File: src/rtl/ttc_pkg.sv
// Package of the text tokenizer: widths, character codes, role and kind codes,
// the request and result records, and the character class helpers.
// No dependencies.
`default_nettype none

package ttc_pkg;

   localparam int CHAR_BITS     = 8;
   localparam int LINE_BITS     = 25;
   localparam int START_BITS    = 24;
   localparam int CSR_ADDR_BITS = 4;
   localparam int CSR_DATA_BITS = 32;

   localparam logic [2:0]            COMMENT_MASK_RESET = 3'd7;
   localparam logic                  ALLOW_PATHS_RESET  = 1'b0;
   localparam logic [START_BITS-1:0] START_LINE_RESET   = START_BITS'(1);

   localparam logic [1:0] REG_COMMENT_MASK = 2'd0;
   localparam logic [1:0] REG_ALLOW_PATHS  = 2'd1;
   localparam logic [1:0] REG_START_LINE   = 2'd2;

   localparam logic signed [LINE_BITS-1:0] LINE_MAX = {1'b0, {(LINE_BITS-1){1'b1}}};
   localparam logic [LINE_BITS-1:0]        DIR_MAX  = {1'b1, {(LINE_BITS-1){1'b0}}};

   localparam logic [CHAR_BITS-1:0] CH_NUL       = CHAR_BITS'(0);
   localparam logic [CHAR_BITS-1:0] CH_TAB       = CHAR_BITS'(9);
   localparam logic [CHAR_BITS-1:0] CH_LF        = CHAR_BITS'(10);
   localparam logic [CHAR_BITS-1:0] CH_CR        = CHAR_BITS'(13);
   localparam logic [CHAR_BITS-1:0] CH_SPACE     = CHAR_BITS'(32);
   localparam logic [CHAR_BITS-1:0] CH_DQUOTE    = CHAR_BITS'(34);
   localparam logic [CHAR_BITS-1:0] CH_POUND     = CHAR_BITS'(35);
   localparam logic [CHAR_BITS-1:0] CH_SQUOTE    = CHAR_BITS'(39);
   localparam logic [CHAR_BITS-1:0] CH_STAR      = CHAR_BITS'(42);
   localparam logic [CHAR_BITS-1:0] CH_PLUS      = CHAR_BITS'(43);
   localparam logic [CHAR_BITS-1:0] CH_MINUS     = CHAR_BITS'(45);
   localparam logic [CHAR_BITS-1:0] CH_DOT       = CHAR_BITS'(46);
   localparam logic [CHAR_BITS-1:0] CH_SLASH     = CHAR_BITS'(47);
   localparam logic [CHAR_BITS-1:0] CH_ZERO      = CHAR_BITS'(48);
   localparam logic [CHAR_BITS-1:0] CH_NINE      = CHAR_BITS'(57);
   localparam logic [CHAR_BITS-1:0] CH_UPPER_A   = CHAR_BITS'(65);
   localparam logic [CHAR_BITS-1:0] CH_UPPER_Z   = CHAR_BITS'(90);
   localparam logic [CHAR_BITS-1:0] CH_BACKSLASH = CHAR_BITS'(92);
   localparam logic [CHAR_BITS-1:0] CH_UNDER     = CHAR_BITS'(95);
   localparam logic [CHAR_BITS-1:0] CH_LOWER_A   = CHAR_BITS'(97);
   localparam logic [CHAR_BITS-1:0] CH_LOWER_E   = CHAR_BITS'(101);
   localparam logic [CHAR_BITS-1:0] CH_LOWER_I   = CHAR_BITS'(105);
   localparam logic [CHAR_BITS-1:0] CH_LOWER_L   = CHAR_BITS'(108);
   localparam logic [CHAR_BITS-1:0] CH_LOWER_N   = CHAR_BITS'(110);
   localparam logic [CHAR_BITS-1:0] CH_LOWER_Z   = CHAR_BITS'(122);

   typedef enum logic [2:0] {
      R_WHITE   = 3'd0,
      R_COMMENT = 3'd1,
      R_QUOTE   = 3'd2,
      R_BODY    = 3'd3,
      R_ESCAPED = 3'd4
   } role_type;

   typedef enum logic [2:0] {
      K_NONE   = 3'd0,
      K_QUOTED = 3'd1,
      K_PATH   = 3'd2,
      K_IDENT  = 3'd3,
      K_WORD   = 3'd4,
      K_PUNCT  = 3'd5
   } kind_type;

   typedef struct packed {
      logic [2:0]            comment_mask;
      logic                  allow_paths;
      logic [START_BITS-1:0] start_line;
   } cfg_type;

   typedef struct packed {
      logic                 classify;
      logic                 load_start;
      logic                 last;
      logic [CHAR_BITS-1:0] cur_char;
      logic [CHAR_BITS-1:0] next_char;
   } scan_cmd_type;

   typedef struct packed {
      logic [CHAR_BITS-1:0]        out_char;
      role_type                    char_role;
      kind_type                    token_kind;
      logic                        token_first;
      logic                        token_last;
      logic signed [LINE_BITS-1:0] line_number;
      logic                        final_result;
   } rsp_payload_type;

   function automatic logic is_alpha(input logic [CHAR_BITS-1:0] c);
      return (c >= CH_LOWER_A && c <= CH_LOWER_Z) || (c >= CH_UPPER_A && c <= CH_UPPER_Z);
   endfunction

   function automatic logic is_digit(input logic [CHAR_BITS-1:0] c);
      return c >= CH_ZERO && c <= CH_NINE;
   endfunction

   function automatic logic is_ident(input logic [CHAR_BITS-1:0] c);
      return is_alpha(c) || is_digit(c) || c == CH_UNDER;
   endfunction

   function automatic logic is_word(input logic [CHAR_BITS-1:0] c);
      return is_ident(c) || c == CH_DOT || c == CH_MINUS;
   endfunction

   function automatic logic is_blank(input logic [CHAR_BITS-1:0] c);
      return c == CH_SPACE || c == CH_TAB;
   endfunction

   function automatic logic is_eol(input logic [CHAR_BITS-1:0] c);
      return c == CH_CR || c == CH_LF;
   endfunction

   function automatic logic continues(input kind_type kind, input logic [CHAR_BITS-1:0] nx);
      logic result;
      case (kind)
         K_PATH:  result = nx > CH_SPACE;
         K_IDENT: result = is_ident(nx);
         K_WORD:  result = is_word(nx);
         default: result = (nx > CH_SPACE) && !is_word(nx);
      endcase
      return result;
   endfunction

   function automatic logic [CHAR_BITS-1:0] keyword_char(input logic [1:0] idx);
      logic [CHAR_BITS-1:0] result;
      case (idx)
         2'd0:    result = CH_LOWER_L;
         2'd1:    result = CH_LOWER_I;
         2'd2:    result = CH_LOWER_N;
         default: result = CH_LOWER_E;
      endcase
      return result;
   endfunction

   function automatic logic [LINE_BITS-1:0] add_digit(input logic [LINE_BITS-1:0] v,
                                                      input logic [CHAR_BITS-1:0] c);
      logic [LINE_BITS+3:0] wide;
      logic [LINE_BITS+3:0] sum;
      wide = (LINE_BITS+4)'(v);
      sum  = (wide << 3) + (wide << 1) + (LINE_BITS+4)'(c - CH_ZERO);
      return (sum > (LINE_BITS+4)'(DIR_MAX)) ? DIR_MAX : LINE_BITS'(sum);
   endfunction

   function automatic logic signed [LINE_BITS-1:0] clamp_start(input logic [START_BITS-1:0] s);
      logic [34:0] wide;
      wide = 35'(s);
      return (wide > 35'(LINE_MAX)) ? LINE_MAX : LINE_BITS'(s);
   endfunction

endpackage

`default_nettype wire

File: src/rtl/ttc_if.sv
// Request and result channel interfaces of the text tokenizer.
// Depends on ttc_pkg for the field widths.
`default_nettype none

interface ttc_req_if import ttc_pkg::*; ();
   logic                 valid;
   logic                 ready;
   logic [CHAR_BITS-1:0] text_char;
   logic                 end_of_text;

   modport source (output valid, output text_char, output end_of_text, input ready);
   modport sink (input valid, input text_char, input end_of_text, output ready);
endinterface

interface ttc_rsp_if import ttc_pkg::*; ();
   logic                        valid;
   logic                        ready;
   logic [CHAR_BITS-1:0]        out_char;
   logic [2:0]                  char_role;
   logic [2:0]                  token_kind;
   logic                        token_first;
   logic                        token_last;
   logic signed [LINE_BITS-1:0] line_number;
   logic                        final_result;

   modport source (output valid, output out_char, output char_role, output token_kind,
                   output token_first, output token_last, output line_number,
                   output final_result, input ready);
   modport sink (input valid, input out_char, input char_role, input token_kind,
                 input token_first, input token_last, input line_number,
                 input final_result, output ready);
endinterface

`default_nettype wire

File: src/rtl/ttc_csr.sv
// Configuration registers of the text tokenizer behind an APB-style port.
// Depends on ttc_pkg for the register indexes and the configuration record.
`default_nettype none

module ttc_csr import ttc_pkg::*; (
   input  wire logic                     clock,
   input  wire logic                     reset,
   input  wire logic                     psel,
   input  wire logic                     penable,
   input  wire logic                     pwrite,
   input  wire logic [CSR_ADDR_BITS-1:0] paddr,
   input  wire logic [CSR_DATA_BITS-1:0] pwdata,
   output logic      [CSR_DATA_BITS-1:0] prdata,
   output logic                          pready,
   output cfg_type                       cfg
);

   cfg_type cfg_ff;
   cfg_type cfg_in;
   logic    write_en;

   assign write_en = psel && penable && pwrite;
   assign pready   = 1'b1;
   assign cfg      = cfg_ff;

   always_comb begin
      cfg_in = cfg_ff;
      if (write_en) begin
         unique case (paddr[3:2])
            REG_COMMENT_MASK: cfg_in.comment_mask = pwdata[2:0];
            REG_ALLOW_PATHS:  cfg_in.allow_paths  = pwdata[0];
            REG_START_LINE:   cfg_in.start_line   = pwdata[START_BITS-1:0];
            default:          cfg_in = cfg_ff;
         endcase
      end
   end

   always_comb begin
      unique case (paddr[3:2])
         REG_COMMENT_MASK: prdata = CSR_DATA_BITS'(cfg_ff.comment_mask);
         REG_ALLOW_PATHS:  prdata = CSR_DATA_BITS'(cfg_ff.allow_paths);
         REG_START_LINE:   prdata = CSR_DATA_BITS'(cfg_ff.start_line);
         default:          prdata = '0;
      endcase
   end

   always_ff @(posedge clock) begin
      if (reset) begin
         cfg_ff.comment_mask <= COMMENT_MASK_RESET;
         cfg_ff.allow_paths  <= ALLOW_PATHS_RESET;
         cfg_ff.start_line   <= START_LINE_RESET;
      end else begin
         cfg_ff <= cfg_in;
      end
   end

endmodule

`default_nettype wire

File: src/rtl/ttc_scanner.sv
// Scan state machine of the text tokenizer: classifies one character against
// its lookahead and keeps the mode, quote mark, line counter and directive state.
// Depends on ttc_pkg for character codes, records and class helpers.
`default_nettype none

module ttc_scanner import ttc_pkg::*; (
   input  wire logic    clock,
   input  wire logic    reset,
   input  cfg_type      cfg,
   input  scan_cmd_type cmd,
   output rsp_payload_type result
);

   typedef enum logic [3:0] {
      M_WS        = 4'd0,
      M_LCOM      = 4'd1,
      M_PKEY      = 4'd2,
      M_PSKIP     = 4'd3,
      M_PDIG      = 4'd4,
      M_BOPEN     = 4'd5,
      M_BLOCK     = 4'd6,
      M_BCLOSE    = 4'd7,
      M_QUOTE     = 4'd8,
      M_ESC       = 4'd9,
      M_TOK_PATH  = 4'd10,
      M_TOK_IDENT = 4'd11,
      M_TOK_WORD  = 4'd12,
      M_TOK_PUNCT = 4'd13
   } mode_type;

   mode_type                    mode_ff, mode_in, mode_pre, mode_cls;
   logic [CHAR_BITS-1:0]        quote_ff, quote_in, quote_cls;
   logic signed [LINE_BITS-1:0] line_ff, line_in, line_cur, line_cls;
   logic [LINE_BITS-1:0]        dval_ff, dval_in, dval_cls;
   logic                        dneg_ff, dneg_in, dneg_cls;
   logic [2:0]                  kw_ff, kw_in, kw_cls;
   logic signed [LINE_BITS-1:0] dir_line;
   logic                        load_dir;
   logic                        bump;
   role_type                    role;
   kind_type                    kind;
   logic                        first;
   logic                        last;
   logic [CHAR_BITS-1:0]        c;
   logic [CHAR_BITS-1:0]        nx;
   logic                        nend;

   assign c    = cmd.cur_char;
   assign nx   = cmd.next_char;
   assign nend = cmd.last;
   assign dir_line = dneg_ff ? {LINE_BITS{1'b1}}
                             : $signed(dval_ff - {{(LINE_BITS-1){1'b0}}, 1'b1});

   always_comb begin
      mode_pre  = mode_ff;
      load_dir  = 1'b0;
      if ((mode_ff == M_LCOM || mode_ff == M_PKEY || mode_ff == M_PSKIP ||
           mode_ff == M_PDIG) && is_eol(c)) begin
         load_dir = (mode_ff == M_PSKIP || mode_ff == M_PDIG);
         mode_pre = M_WS;
      end

      mode_cls  = mode_pre;
      quote_cls = quote_ff;
      dval_cls  = dval_ff;
      dneg_cls  = dneg_ff;
      kw_cls    = kw_ff;
      role      = R_COMMENT;
      kind      = K_NONE;
      first     = 1'b0;
      last      = 1'b0;
      bump      = 1'b0;

      unique case (mode_pre)
         M_TOK_PATH, M_TOK_IDENT, M_TOK_WORD, M_TOK_PUNCT: begin
            role = R_BODY;
            case (mode_pre)
               M_TOK_PATH:  kind = K_PATH;
               M_TOK_IDENT: kind = K_IDENT;
               M_TOK_WORD:  kind = K_WORD;
               default:     kind = K_PUNCT;
            endcase
            if (nend || !continues(kind, nx)) begin
               last     = 1'b1;
               mode_cls = M_WS;
            end
         end
         M_WS: begin
            if (c <= CH_SPACE) begin
               role = R_WHITE;
               bump = (c == CH_LF);
            end else if (cfg.comment_mask[0] && c == CH_POUND) begin
               mode_cls = M_PKEY;
               kw_cls   = 3'd0;
            end else if (cfg.comment_mask[1] && c == CH_SLASH && !nend && nx == CH_SLASH) begin
               mode_cls = M_LCOM;
            end else if (cfg.comment_mask[2] && c == CH_SLASH && !nend && nx == CH_STAR) begin
               mode_cls = M_BOPEN;
            end else if (c == CH_DQUOTE || c == CH_SQUOTE) begin
               role      = R_QUOTE;
               kind      = K_QUOTED;
               first     = 1'b1;
               quote_cls = c;
               last      = nend;
               mode_cls  = nend ? M_WS : M_QUOTE;
            end else begin
               if (cfg.allow_paths) begin
                  kind = K_PATH;
               end else if (is_alpha(c) || c == CH_UNDER) begin
                  kind = K_IDENT;
               end else if (is_word(c)) begin
                  kind = K_WORD;
               end else begin
                  kind = K_PUNCT;
               end
               role  = R_BODY;
               first = 1'b1;
               if (nend || !continues(kind, nx)) begin
                  last     = 1'b1;
                  mode_cls = M_WS;
               end else begin
                  case (kind)
                     K_PATH:  mode_cls = M_TOK_PATH;
                     K_IDENT: mode_cls = M_TOK_IDENT;
                     K_WORD:  mode_cls = M_TOK_WORD;
                     default: mode_cls = M_TOK_PUNCT;
                  endcase
               end
            end
         end
         M_QUOTE: begin
            kind = K_QUOTED;
            if (c == quote_ff) begin
               role     = R_QUOTE;
               last     = 1'b1;
               mode_cls = M_WS;
            end else if (c == CH_BACKSLASH && !nend) begin
               role     = R_BODY;
               mode_cls = M_ESC;
            end else begin
               role = R_BODY;
               last = nend;
            end
         end
         M_ESC: begin
            role     = R_ESCAPED;
            kind     = K_QUOTED;
            last     = nend;
            mode_cls = M_QUOTE;
         end
         M_PKEY: begin
            if (kw_ff == 3'd0 && is_blank(c)) begin
               mode_cls = M_PKEY;
            end else if (!kw_ff[2] && c == keyword_char(kw_ff[1:0])) begin
               kw_cls = kw_ff + 3'd1;
               if (kw_ff == 3'd3) begin
                  mode_cls = M_PSKIP;
                  dval_cls = '0;
                  dneg_cls = 1'b0;
               end
            end else begin
               mode_cls = M_LCOM;
            end
         end
         M_PSKIP: begin
            if (is_blank(c)) begin
               mode_cls = M_PSKIP;
            end else if (c == CH_MINUS) begin
               dneg_cls = 1'b1;
               mode_cls = M_PDIG;
            end else if (c == CH_PLUS) begin
               mode_cls = M_PDIG;
            end else if (is_digit(c)) begin
               dval_cls = add_digit(dval_ff, c);
               mode_cls = M_PDIG;
            end else begin
               load_dir = 1'b1;
               mode_cls = M_LCOM;
            end
         end
         M_PDIG: begin
            if (is_digit(c)) begin
               dval_cls = add_digit(dval_ff, c);
            end else begin
               load_dir = 1'b1;
               mode_cls = M_LCOM;
            end
         end
         M_BOPEN: begin
            mode_cls = M_BLOCK;
         end
         M_BLOCK: begin
            bump = (c == CH_LF);
            if (c == CH_STAR && !nend && nx == CH_SLASH) begin
               mode_cls = M_BCLOSE;
            end
         end
         M_BCLOSE: begin
            mode_cls = M_WS;
         end
         default: begin
            mode_cls = M_LCOM;
         end
      endcase

      line_cur = load_dir ? dir_line : line_ff;
      line_cls = (bump && line_cur < LINE_MAX) ? line_cur + LINE_BITS'(1) : line_cur;

      mode_in  = mode_ff;
      quote_in = quote_ff;
      dval_in  = dval_ff;
      dneg_in  = dneg_ff;
      kw_in    = kw_ff;
      line_in  = line_ff;
      if (cmd.classify && cmd.last) begin
         mode_in  = M_WS;
         quote_in = CH_NUL;
         dval_in  = '0;
         dneg_in  = 1'b0;
         kw_in    = 3'd0;
         line_in  = clamp_start(cfg.start_line);
      end else if (cmd.classify) begin
         mode_in  = mode_cls;
         quote_in = quote_cls;
         dval_in  = dval_cls;
         dneg_in  = dneg_cls;
         kw_in    = kw_cls;
         line_in  = line_cls;
      end else if (cmd.load_start) begin
         line_in = clamp_start(cfg.start_line);
      end
   end

   always_comb begin
      result.out_char     = c;
      result.char_role    = role;
      result.token_kind   = kind;
      result.token_first  = first;
      result.token_last   = last;
      result.line_number  = line_cur;
      result.final_result = nend;
   end

   always_ff @(posedge clock) begin
      if (reset) begin
         mode_ff  <= M_WS;
         quote_ff <= CH_NUL;
         line_ff  <= clamp_start(START_LINE_RESET);
         dval_ff  <= '0;
         dneg_ff  <= 1'b0;
         kw_ff    <= 3'd0;
      end else begin
         mode_ff  <= mode_in;
         quote_ff <= quote_in;
         line_ff  <= line_in;
         dval_ff  <= dval_in;
         dneg_ff  <= dneg_in;
         kw_ff    <= kw_in;
      end
   end

endmodule

`default_nettype wire

File: src/rtl/ttc_rsp_queue.sv
// Two-entry result queue that drives the result channel of the text tokenizer.
// Depends on ttc_pkg for the result record and on ttc_rsp_if.
`default_nettype none

module ttc_rsp_queue import ttc_pkg::*; (
   input  wire logic      clock,
   input  wire logic      reset,
   input  wire logic      push,
   input  rsp_payload_type push_data,
   output logic           full,
   ttc_rsp_if.source      rsp_chan
);

   rsp_payload_type entry_ff [2];
   logic            head_ff, head_in;
   logic [1:0]      fill_ff, fill_in;
   logic            pop;
   logic            wr_idx;
   rsp_payload_type head_data;

   assign pop       = rsp_chan.valid && rsp_chan.ready;
   assign full      = fill_ff[1];
   assign wr_idx    = head_ff ^ fill_ff[0];
   assign head_data = entry_ff[head_ff];
   assign fill_in   = fill_ff + 2'(push) - 2'(pop);
   assign head_in   = head_ff ^ pop;

   assign rsp_chan.valid        = (fill_ff != 2'd0);
   assign rsp_chan.out_char     = head_data.out_char;
   assign rsp_chan.char_role    = head_data.char_role;
   assign rsp_chan.token_kind   = head_data.token_kind;
   assign rsp_chan.token_first  = head_data.token_first;
   assign rsp_chan.token_last   = head_data.token_last;
   assign rsp_chan.line_number  = head_data.line_number;
   assign rsp_chan.final_result = head_data.final_result;

   always_ff @(posedge clock) begin
      if (reset) begin
         fill_ff <= 2'd0;
         head_ff <= 1'b0;
      end else begin
         fill_ff <= fill_in;
         head_ff <= head_in;
      end
   end

   always_ff @(posedge clock) begin
      if (push) begin
         entry_ff[wr_idx] <= push_data;
      end
   end

endmodule

`default_nettype wire

File: src/rtl/text_tokenizer_with_comments.sv
// Top level of the text tokenizer: request holding, lookahead sequencing,
// configuration registers, scan state machine and result queue.
// Depends on ttc_pkg, ttc_if, ttc_csr, ttc_scanner and ttc_rsp_queue.
`default_nettype none

// The block takes one text character per request and one request per cycle,
// unless the result queue is full or a final character is pending. Each
// character is reported one request later, once the next one is there to
// look at, so a text of N characters gives N results. The end_of_text
// request yields the held character in the cycle it is taken, and the final
// character once it has passed the pending register and the queue has room.
// The scan state machine updates its mode and line counter once per character,
// and results wait in a two-entry queue, so requests keep flowing while a
// result is still waiting to be taken. No clearing pass is needed after reset.
module text_tokenizer_with_comments import ttc_pkg::*; (
   input  wire logic                     clock,
   input  wire logic                     reset,
   ttc_req_if.sink                       req_chan,
   ttc_rsp_if.source                     rsp_chan,
   input  wire logic                     psel,
   input  wire logic                     penable,
   input  wire logic                     pwrite,
   input  wire logic [CSR_ADDR_BITS-1:0] paddr,
   input  wire logic [CSR_DATA_BITS-1:0] pwdata,
   output logic      [CSR_DATA_BITS-1:0] prdata,
   output logic                          pready
);

   cfg_type              cfg;
   scan_cmd_type         cmd;
   rsp_payload_type      result;
   logic                 q_full;
   logic                 accept;
   logic                 pend_go;
   logic                 held_valid_ff, held_valid_in;
   logic                 pend_ff, pend_in;
   logic [CHAR_BITS-1:0] held_char_ff, held_char_in;
   logic [CHAR_BITS-1:0] pend_char_ff, pend_char_in;

   ttc_csr u_csr (
      .clock   (clock),
      .reset   (reset),
      .psel    (psel),
      .penable (penable),
      .pwrite  (pwrite),
      .paddr   (paddr),
      .pwdata  (pwdata),
      .prdata  (prdata),
      .pready  (pready),
      .cfg     (cfg)
   );

   assign req_chan.ready = !pend_ff && !q_full;
   assign accept         = req_chan.valid && req_chan.ready;
   assign pend_go        = pend_ff && !q_full;

   always_comb begin
      cmd.classify   = pend_go || (accept && held_valid_ff);
      cmd.load_start = accept && !held_valid_ff;
      cmd.last       = pend_go;
      cmd.cur_char   = pend_go ? pend_char_ff : held_char_ff;
      cmd.next_char  = pend_go ? CH_NUL : req_chan.text_char;

      held_valid_in = held_valid_ff;
      held_char_in  = held_char_ff;
      pend_in       = pend_ff && !pend_go;
      pend_char_in  = pend_char_ff;
      if (accept) begin
         if (req_chan.end_of_text) begin
            held_valid_in = 1'b0;
            pend_in       = 1'b1;
            pend_char_in  = req_chan.text_char;
         end else begin
            held_valid_in = 1'b1;
            held_char_in  = req_chan.text_char;
         end
      end
   end

   always_ff @(posedge clock) begin
      if (reset) begin
         held_valid_ff <= 1'b0;
         pend_ff       <= 1'b0;
      end else begin
         held_valid_ff <= held_valid_in;
         pend_ff       <= pend_in;
      end
   end

   always_ff @(posedge clock) begin
      held_char_ff <= held_char_in;
      pend_char_ff <= pend_char_in;
   end

   ttc_scanner u_scanner (
      .clock  (clock),
      .reset  (reset),
      .cfg    (cfg),
      .cmd    (cmd),
      .result (result)
   );

   ttc_rsp_queue u_rsp_queue (
      .clock     (clock),
      .reset     (reset),
      .push      (cmd.classify),
      .push_data (result),
      .full      (q_full),
      .rsp_chan  (rsp_chan)
   );

endmodule

`default_nettype wire

File: src/flat_wrapper.sv
// flat-port wrapper written by rule: the top's interface ports become plain ports
module text_tokenizer_with_comments_flat import ttc_pkg::*;
  (clock, reset, psel, penable, pwrite, paddr, pwdata, prdata, pready, req_chan_valid, req_chan_text_char, req_chan_end_of_text, req_chan_ready, rsp_chan_valid, rsp_chan_out_char, rsp_chan_char_role, rsp_chan_token_kind, rsp_chan_token_first, rsp_chan_token_last, rsp_chan_line_number, rsp_chan_final_result, rsp_chan_ready);
  ttc_req_if req_chan_i ();
  ttc_rsp_if rsp_chan_i ();
  input  wire logic clock;
  input  wire logic reset;
  input  wire logic psel;
  input  wire logic penable;
  input  wire logic pwrite;
  input  wire logic [CSR_ADDR_BITS-1:0] paddr;
  input  wire logic [CSR_DATA_BITS-1:0] pwdata;
  output logic      [CSR_DATA_BITS-1:0] prdata;
  output logic pready;
  input wire logic [$bits(req_chan_i.valid)-1:0] req_chan_valid;
  input wire logic [$bits(req_chan_i.text_char)-1:0] req_chan_text_char;
  input wire logic [$bits(req_chan_i.end_of_text)-1:0] req_chan_end_of_text;
  output wire logic [$bits(req_chan_i.ready)-1:0] req_chan_ready;
  output wire logic [$bits(rsp_chan_i.valid)-1:0] rsp_chan_valid;
  output wire logic [$bits(rsp_chan_i.out_char)-1:0] rsp_chan_out_char;
  output wire logic [$bits(rsp_chan_i.char_role)-1:0] rsp_chan_char_role;
  output wire logic [$bits(rsp_chan_i.token_kind)-1:0] rsp_chan_token_kind;
  output wire logic [$bits(rsp_chan_i.token_first)-1:0] rsp_chan_token_first;
  output wire logic [$bits(rsp_chan_i.token_last)-1:0] rsp_chan_token_last;
  output wire logic [$bits(rsp_chan_i.line_number)-1:0] rsp_chan_line_number;
  output wire logic [$bits(rsp_chan_i.final_result)-1:0] rsp_chan_final_result;
  input wire logic [$bits(rsp_chan_i.ready)-1:0] rsp_chan_ready;
  assign req_chan_i.valid = req_chan_valid;
  assign req_chan_i.text_char = req_chan_text_char;
  assign req_chan_i.end_of_text = req_chan_end_of_text;
  assign req_chan_ready = req_chan_i.ready;
  assign rsp_chan_valid = rsp_chan_i.valid;
  assign rsp_chan_out_char = rsp_chan_i.out_char;
  assign rsp_chan_char_role = rsp_chan_i.char_role;
  assign rsp_chan_token_kind = rsp_chan_i.token_kind;
  assign rsp_chan_token_first = rsp_chan_i.token_first;
  assign rsp_chan_token_last = rsp_chan_i.token_last;
  assign rsp_chan_line_number = rsp_chan_i.line_number;
  assign rsp_chan_final_result = rsp_chan_i.final_result;
  assign rsp_chan_i.ready = rsp_chan_ready;
  text_tokenizer_with_comments u_core (.clock(clock), .reset(reset), .req_chan(req_chan_i), .rsp_chan(rsp_chan_i), .psel(psel), .penable(penable), .pwrite(pwrite), .paddr(paddr), .pwdata(pwdata), .prdata(prdata), .pready(pready));
endmodule
File: config.mk
export PLATFORM = sky130hd
export DESIGN_NAME = text_tokenizer_with_comments_flat
export DESIGN_NICKNAME = d
export VERILOG_FILES = /design/src/rtl/ttc_pkg.sv /design/src/rtl/ttc_if.sv /design/src/rtl/ttc_csr.sv /design/src/rtl/ttc_scanner.sv /design/src/rtl/ttc_rsp_queue.sv /design/src/rtl/text_tokenizer_with_comments.sv /design/src/flat_wrapper.sv
export SDC_FILE = /design/constraint.sdc
export NUM_CORES = 1
export LEC_CHECK = 0
export ABC_CLOCK_PERIOD_IN_PS = 11450
export CORE_ASPECT_RATIO = 1.25
export CORE_MARGIN = 2
export CORE_UTILIZATION = 43
export DETAILED_ROUTE_END_ITERATION = 7
export DONT_BUFFER_PORTS = 1
export GPL_TIMING_DRIVEN = 0
export SYNTH_ARGS = -nofsm -noshare
export SYNTH_HDL_FRONTEND = slang
export SYNTH_SLANG_ARGS = --single-unit
File: constraint.sdc
create_clock -name clock -period 11.45 [get_ports clock]
set_input_delay 0 -clock clock [delete_from_list [all_inputs] [get_ports clock]]
set_output_delay 0 -clock clock [all_outputs]
set_load 0.02 [all_outputs]
# Word level (Yosys, flattened, before mapping)
# Memories as Yosys holds them, arrays and structs flattened. A register that Yosys moved wholly into a read port is not among the register bits.
# Cells that the tools add are included.
dict set report word_totals {
  register_bits 115
  latch_bits 0
  ram_bits 84
  mem_bits_ro 0
  in_bits 52
  out_inout_bits 77
  word_cells 303
  mem_count 1
}
# memory depth word_bits rd rd_ports_with_merged_regs wr line
set mem_list {}
lappend mem_list {u_core.u_rsp_queue.entry_ff 2 42 1 1 1 ttc_rsp_queue.sv:14} ;# rsp_payload_type entry_ff [2];
dict set report classes {
  add_sub_neg 8
  n_mul 0
  div 0
  order_cmp 16
  n_eq_ne 57
  shifts 0
  mux 116
  bitwise 7
  reduce_logical 82
}
# operator n
set op_table {}
lappend op_table {{25-bit 2-to-1 mux} 13}
lappend op_table {{8-bit by 6-bit == test with 1-bit output (second input constant)} 13}
lappend op_table {{25-bit one-hot mux with 3 select lines} 1}
lappend op_table {{24-bit one-hot mux with 3 select lines} 1}
lappend op_table {{3-bit 2-to-1 mux} 22}
lappend op_table {{4-bit 2-to-1 mux} 16}
lappend op_table {{1-bit 2-to-1 mux} 41}
lappend op_table {{4-bit one-hot mux with 10 select lines} 1}
lappend op_table {{8-bit by 7-bit >= comparator with 1-bit output (second input constant)} 4}
lappend op_table {{8-bit by 7-bit less-or-equal comparator with 1-bit output (second input constant)} 4}
lappend op_table {{8-bit 2-to-1 mux} 4}
lappend op_table {{1-bit logical AND} 31}
lappend op_table {{28-bit by 26-bit adder with 29-bit output} 1}
lappend op_table {{29-bit adder} 1}
lappend op_table {{29-bit by 25-bit > comparator with 1-bit output (second input constant)} 1}
lappend op_table {{3-bit one-hot mux with 3 select lines} 3}
lappend op_table {{25-bit by 2-bit adder with 25-bit output (second input constant)} 1}
lappend op_table {{25-bit < comparator (second input constant)} 1}
lappend op_table {{25-bit by 1-bit subtractor with 25-bit output (second input constant)} 1}
lappend op_table {{4-bit == test (second input constant)} 6}
lappend op_table {{8-bit by 4-bit == test with 1-bit output (second input constant)} 3}
lappend op_table {{8-bit by 7-bit == test with 1-bit output (second input constant)} 3}
lappend op_table {{8-bit by 6-bit less-or-equal comparator with 1-bit output (second input constant)} 3}
lappend op_table {{24-bit 2-to-1 mux} 1}
lappend op_table {{37 further kinds} 110}

# Longest topological paths before layout
dict set report logic_depth {
  word_depth 36
  mapped_depth 24
  mapped_depth_nobuf 19
}

# Modules after synthesis
# From an unflattened synthesis, not the netlist that was laid out.
dict set report hier_totals {
  hier_cells 1407
  area_unflattened_um2 13568.0
}
# mod n_inst cells_each area_each_um2 seq_area_each_um2
set by_module_without_submodules {}
lappend by_module_without_submodules {ttc_scanner 1 1041 7998.9 1321.3}
lappend by_module_without_submodules {ttc_rsp_queue 1 150 3264.4 2582.5}
lappend by_module_without_submodules {ttc_csr 1 168 1537.7 560.5}
lappend by_module_without_submodules {text_tokenizer_with_comments 1 48 767.0 520.5}

# Worst setup path after synthesis
# Ideal clock, no wire load.
dict set report synth_path {
  path_kind {reg2reg}
  startpoint {register u_core.u_rsp_queue.fill_ff[1]}
  endpoint {register u_core.u_scanner.dval_ff[14]}
  setup_ps 60
  arrival_ps 5791
  required_ps 11390
  path_slack_ps 5599
  path_stages_with_launch 21
  n_path_buf 4
  period_less_slack_ps 5851
  cell_sequence {dfxtp_1 buf_4 nand2b_4 buf_8 a31oi_1 nor2b_1 fa_1 ha_1 clkbuf_1 a21o_1 a21oi_1 a21oi_1 a211oi_1 o31ai_1 xnor2_1 or4_1 nor4_2 nand4_1 a21oi_4 buf_6 a22o_1}
}
dict set report synth_between {
  elab_chain_cells 12
  word_cells_on_any_way 45
  cone_classes {add/sub: 2; order compare: 3; eq/ne: 16; mux: 8; reduce/logical: 16}
}
# element line
set synth_rtl {}
lappend synth_rtl {{start: declaration} ttc_rsp_queue.sv:16} ;# logic [1:0] fill_ff, fill_in;
lappend synth_rtl {{start signal: assignment} ttc_rsp_queue.sv:42} ;# fill_ff <= fill_in;
lappend synth_rtl {{1-bit zero test *} {text_tokenizer_with_comments.sv:53, text_tokenizer_with_comments.sv:55}}
lappend synth_rtl {{1-bit logical AND} text_tokenizer_with_comments.sv:55} ;# assign pend_go = pend_ff && !q_full;
lappend synth_rtl {{8-bit 2-to-1 mux} text_tokenizer_with_comments.sv:61} ;# cmd.cur_char = pend_go ? pend_char_ff : held_char_ff;
lappend synth_rtl {{8-bit by 6-bit subtractor with 9-bit output} ttc_pkg.sv:143} ;# sum = (wide << 3) + (wide << 1) + (LINE_BITS+4)'(c - CH_ZERO);
lappend synth_rtl {{29-bit adder} ttc_pkg.sv:143}
lappend synth_rtl {{29-bit by 25-bit > comparator with 1-bit output} ttc_pkg.sv:144} ;# return (sum > (LINE_BITS+4)'(DIR_MAX)) ? DIR_MAX : LINE_BITS'(sum);
lappend synth_rtl {{25-bit 2-to-1 mux} ttc_pkg.sv:144}
lappend synth_rtl {{25-bit 2-to-1 mux} {ttc_scanner.sv:173, ttc_scanner.sv:182}}
lappend synth_rtl {{25-bit 2-to-1 mux} ttc_scanner.sv:171} ;# end else if (c == CH_PLUS) begin
lappend synth_rtl {{25-bit 2-to-1 mux} ttc_scanner.sv:168} ;# end else if (c == CH_MINUS) begin
lappend synth_rtl {{25-bit 2-to-1 mux} ttc_scanner.sv:166} ;# if (is_blank(c)) begin
lappend synth_rtl {{25-bit one-hot mux with 3 select lines} ttc_scanner.sv:74} ;# unique case (mode_pre)
lappend synth_rtl {{end signal: assignment} ttc_scanner.sv:256} ;# dval_ff <= dval_in;
lappend synth_rtl {{end: declaration} ttc_scanner.sv:34} ;# logic [LINE_BITS-1:0] dval_ff, dval_in, dval_cls;
# Mark *: on every way between the ends. The rest lies on a longest branch, timed or not. The select of a mux whose other input is x is not followed.
# A chain may end at the register's enable or synchronous reset.

==> impl_metrics.ini <==
[logic_synthesis]
syn_inst = 1388
synth_top_area_frac = 0.232
synth.area.top_cells = edfxtp_1, dfxtp_1, mux2_2, ha_1, fa_1
synth_area_mm2 = 0.0129
ys.flop_type = edfxtp_1
synth_cell_types = 94
yosysWarnings = 0
synth_edf_count = 100
synth_seq_cells = 199
avgSynthCellArea_um2 = 9.31
synthArstFlopShare = 0
synth_top_area_cell = edfxtp_1
ys_seq_area_frac = 0.386

[die]
die_x_um = 159
initial_utilization = 0.439
die_y_um = 198
ios = 129
core_mm2 = 0.0294
num_rows = 70
dieArea_mm2 = 0.0315

[worst_setup_path]
cpLargestDelayFamily = compound AO/OA/AOI/OAI gates
worstSetupEndpointType = flop
worstPathArrival_ps = 7210
crit_chain = nand2b_4 > buf_8 > inv_2 > clkbuf_1 > mux2i_1 > inv_1 > ha_1 > ha_1 > inv_1 > fa_1 > nor2b_1 > o2111ai_1 > a21boi_0 > o21ai_1 > o31ai_1 > o21ai_1 > or3b_2 > nand3_1 > o2111ai_1 > a21oi_4 > buf_6 > a22o_1
crit_buf_inv = 6
worstSetupPathType = flop to flop
crit_required_ps = 11840
slowest_delay_ps = 760
critPathMaxFanout = 11
path_depth = 22
slowest_stage = mux2i_1
start_kind = flop
r2r_cells = 22

[finish]
final_nets = 1572
area_delta_synth_final_pct = 12.4
multi_input_area_mm2 = 0.00736
diodes = 0
nFillCells = 2777
fin_cells = 1865
regArea_mm2 = 0.00498
drive_above_1_share = 0.0967

[clock_network]
clock_sinks = 199
clockBufferDepth = 2
cts_root_buf = clkbuf_16
cts_tree = done
cts_resized = 0
clkSlewWorstSetupHoldPaths_ps = 70
htree_levels = 4
cts_buffers = 17
cts_post_setup_buffers_inserted = 0
clk_latency_ps = 440

[run_status]
status = finished clean

[power]
p_int_mw = 1.52
p_sw_frac = 0.377
p_switching_mw = 0.919
ir_worst_vdd_uv = 92.1
power_density_mw_per_mm2 = 168
power_frac_seq = 0.378
power.leakage_nw = 5.52
clock_power_share = 0.262
power_frac_comb = 0.360

[routing]
wl_mm = 36.3
drt_iter0_markers = 707
drc_errors = 0
dr.pass1.iters = 5
vias_per_cell = 5.72
drtAntennaViolNets = 0
vias = 10700
routedWlPerCell_um = 19.5

[global_routing]
grt_max_degree = 27
grt_use_total = 0.234
antenna_found_initial = 0
overflow = 0
grt_pass1_vias = 10500
grt_first_pass_wirelength_mm = 58.3

[sta]
period_share = 0.596
period_needed_ps = 6820
rsz0062_at_grt = no
final-setup-viol-count = 0
final.setup.tns_ps = 0
hold_violations = 0
slew_viol_final = 0
skew_ps = 10.3
fmax_mhz = 147
tightest_slew_ps = 1040
maxSlewHeadroom = 0.298

[min_path]
hold_path_class = input port to flop
hold_path_depth = 3

[place]
dpl.cell_count = 1794
io_buffers = 0
dpl.hpwl_mm = 27.9
finalWeightedCongestion = 0.932

[run]
maxCapViolCount = 0
worst min-delay path, stage by stage:
cell     delay [ps]
nand4_1         220
nand2_1          80
a21oi_1         120
cell usage after synthesis, drive strengths merged, types with 14 or more instances:
| library cell | instances |
|---|---|
| a211oi | 30 |
| a21o | 15 |
| a21oi | 91 |
| a22o | 21 |
| a31oi | 26 |
| and2 | 36 |
| and3 | 16 |
| buf | 26 |
| clkbuf | 46 |
| dfxtp | 99 |
| edfxtp | 100 |
| fa | 24 |
| ha | 40 |
| inv | 65 |
| mux2 | 45 |
| mux2i | 28 |
| nand2 | 123 |
| nand2b | 14 |
| nand3 | 52 |
| nand4 | 15 |
| nor2 | 106 |
| nor2b | 22 |
| nor3 | 32 |
| nor4 | 14 |
| o21ai | 59 |
| o22ai | 21 |
| xnor2 | 46 |
| xor2 | 27 |
per-stage QoR:
step,utilization,power [mW],instance area [um^2],worst slack [ps],hold WS [ps]
2_1_floorplan,-,1.57,12900,5600,98.9
3_3_place_gp,0.457,1.78,13400,4400,99.1
3_5_place_dp,0.459,1.80,13500,4650,99.2
4_1_cts,0.493,2.45,14500,4610,6.16
5_1_grt,0.493,2.56,14500,4100,55.0
6_report,0.493,2.44,14500,4630,23.5
flip-flops by register name (all words and copies together), names as in the netlist, 2 cells and up:
name                         flops
u_core.u_scanner.line_ff        25
u_core.u_rsp_queue.entry_ff     84
u_core.u_scanner.mode_ff         4
u_core.u_scanner.kw_ff           3
u_core.pend_char_ff              8
u_core.u_rsp_queue.fill_ff       2
u_core.u_scanner.quote_ff        8
u_core.u_csr.cfg                28
u_core.held_char_ff              8
u_core.u_scanner.dval_ff        25
cell type report:
| type | count | area share |
|---|---|---|
| clock inverter | 12 | 0.0104 |
| buffer | 72 | 0.0248 |
| clock buffer | 20 | 0.0322 |
| inverter | 67 | 0.0173 |
| timing repair buffer | 42 | 0.0307 |
| sequential | 199 | 0.343 |
| multi-input combinational | 1057 | 0.507 |
| tap | 396 | 0.0341 |
worst paths after layout:
kind	startpoint	endpoint	slack, ps
worst max-delay path	u_core.pend_ff$_SDFF_PP0_	u_core.u_scanner.dval_ff[20]$_SDFFE_PP0P_	4630
worst min-delay path	pwrite	u_core.u_csr.cfg[1]$_SDFFE_PP0P_	20
worst min register to register	u_core.u_scanner.quote_ff[7]$_SDFFE_PP0P_	u_core.u_scanner.quote_ff[7]$_SDFFE_PP0P_	480
worst max register to register	u_core.pend_ff$_SDFF_PP0_	u_core.u_scanner.dval_ff[20]$_SDFFE_PP0P_	4630
per-layer routing:
layer  wire length, um  part of all wire  GRT usage
met1             16000              0.44      0.297
met2             17700              0.49      0.407
met3              1770             0.049     0.0383
met4               851             0.023     0.0788
met5                 0                 0          0
cells by family (layout without fill, tap and decap cells):
group           count (synthesis)  count (layout)  synth area share
compound gates                351             351             0.182
xor+xnor                       73              73            0.0495
fa+ha+maj                      65              65            0.0767
buf+inv                       139             213            0.0474
flops                         199             199             0.386
mux                            73              73            0.0634
other cells                     2               9          0.000581
simple gates                  486             486             0.195
layout by cell type, fill, tap and decap left out, types with 24 or more instances in the layout:
master / count
a31oi_1: 24
nor2_1: 104
and2_1: 35
inv_1: 64
dfxtp_1: 99
mux2_2: 45
nand2_1: 123
edfxtp_1: 100
mux2i_1: 24
nand3_1: 52
clkbuf_1: 47
xnor2_1: 46
nor3_1: 29
ha_1: 40
xor2_1: 27
a211oi_1: 28
o21ai_0: 55
dlygate4sd3_1: 39
a21oi_1: 90
fa_1: 24
power groups by stage:
| stage | combinational, mW | sequential, mW | clock (mW) |
|---|---|---|---|
| global route | 0.956 | 0.931 | 0.676 |
| detailed placement | 0.859 | 0.937 | 0 |
| floorplan | 0.645 | 0.924 | 0 |
| CTS | 0.876 | 0.921 | 0.651 |
| finish | 0.877 | 0.922 | 0.639 |
| global placement | 0.839 | 0.940 | 0 |
what timing repair did:
item / 4_1_cts / 5_1_grt
endpoints found under the setup margin: 0 / 0
hold buffers: 39 / 0
hold endpoints to repair: 55 / 0
(Power assumes the default switching activity.)
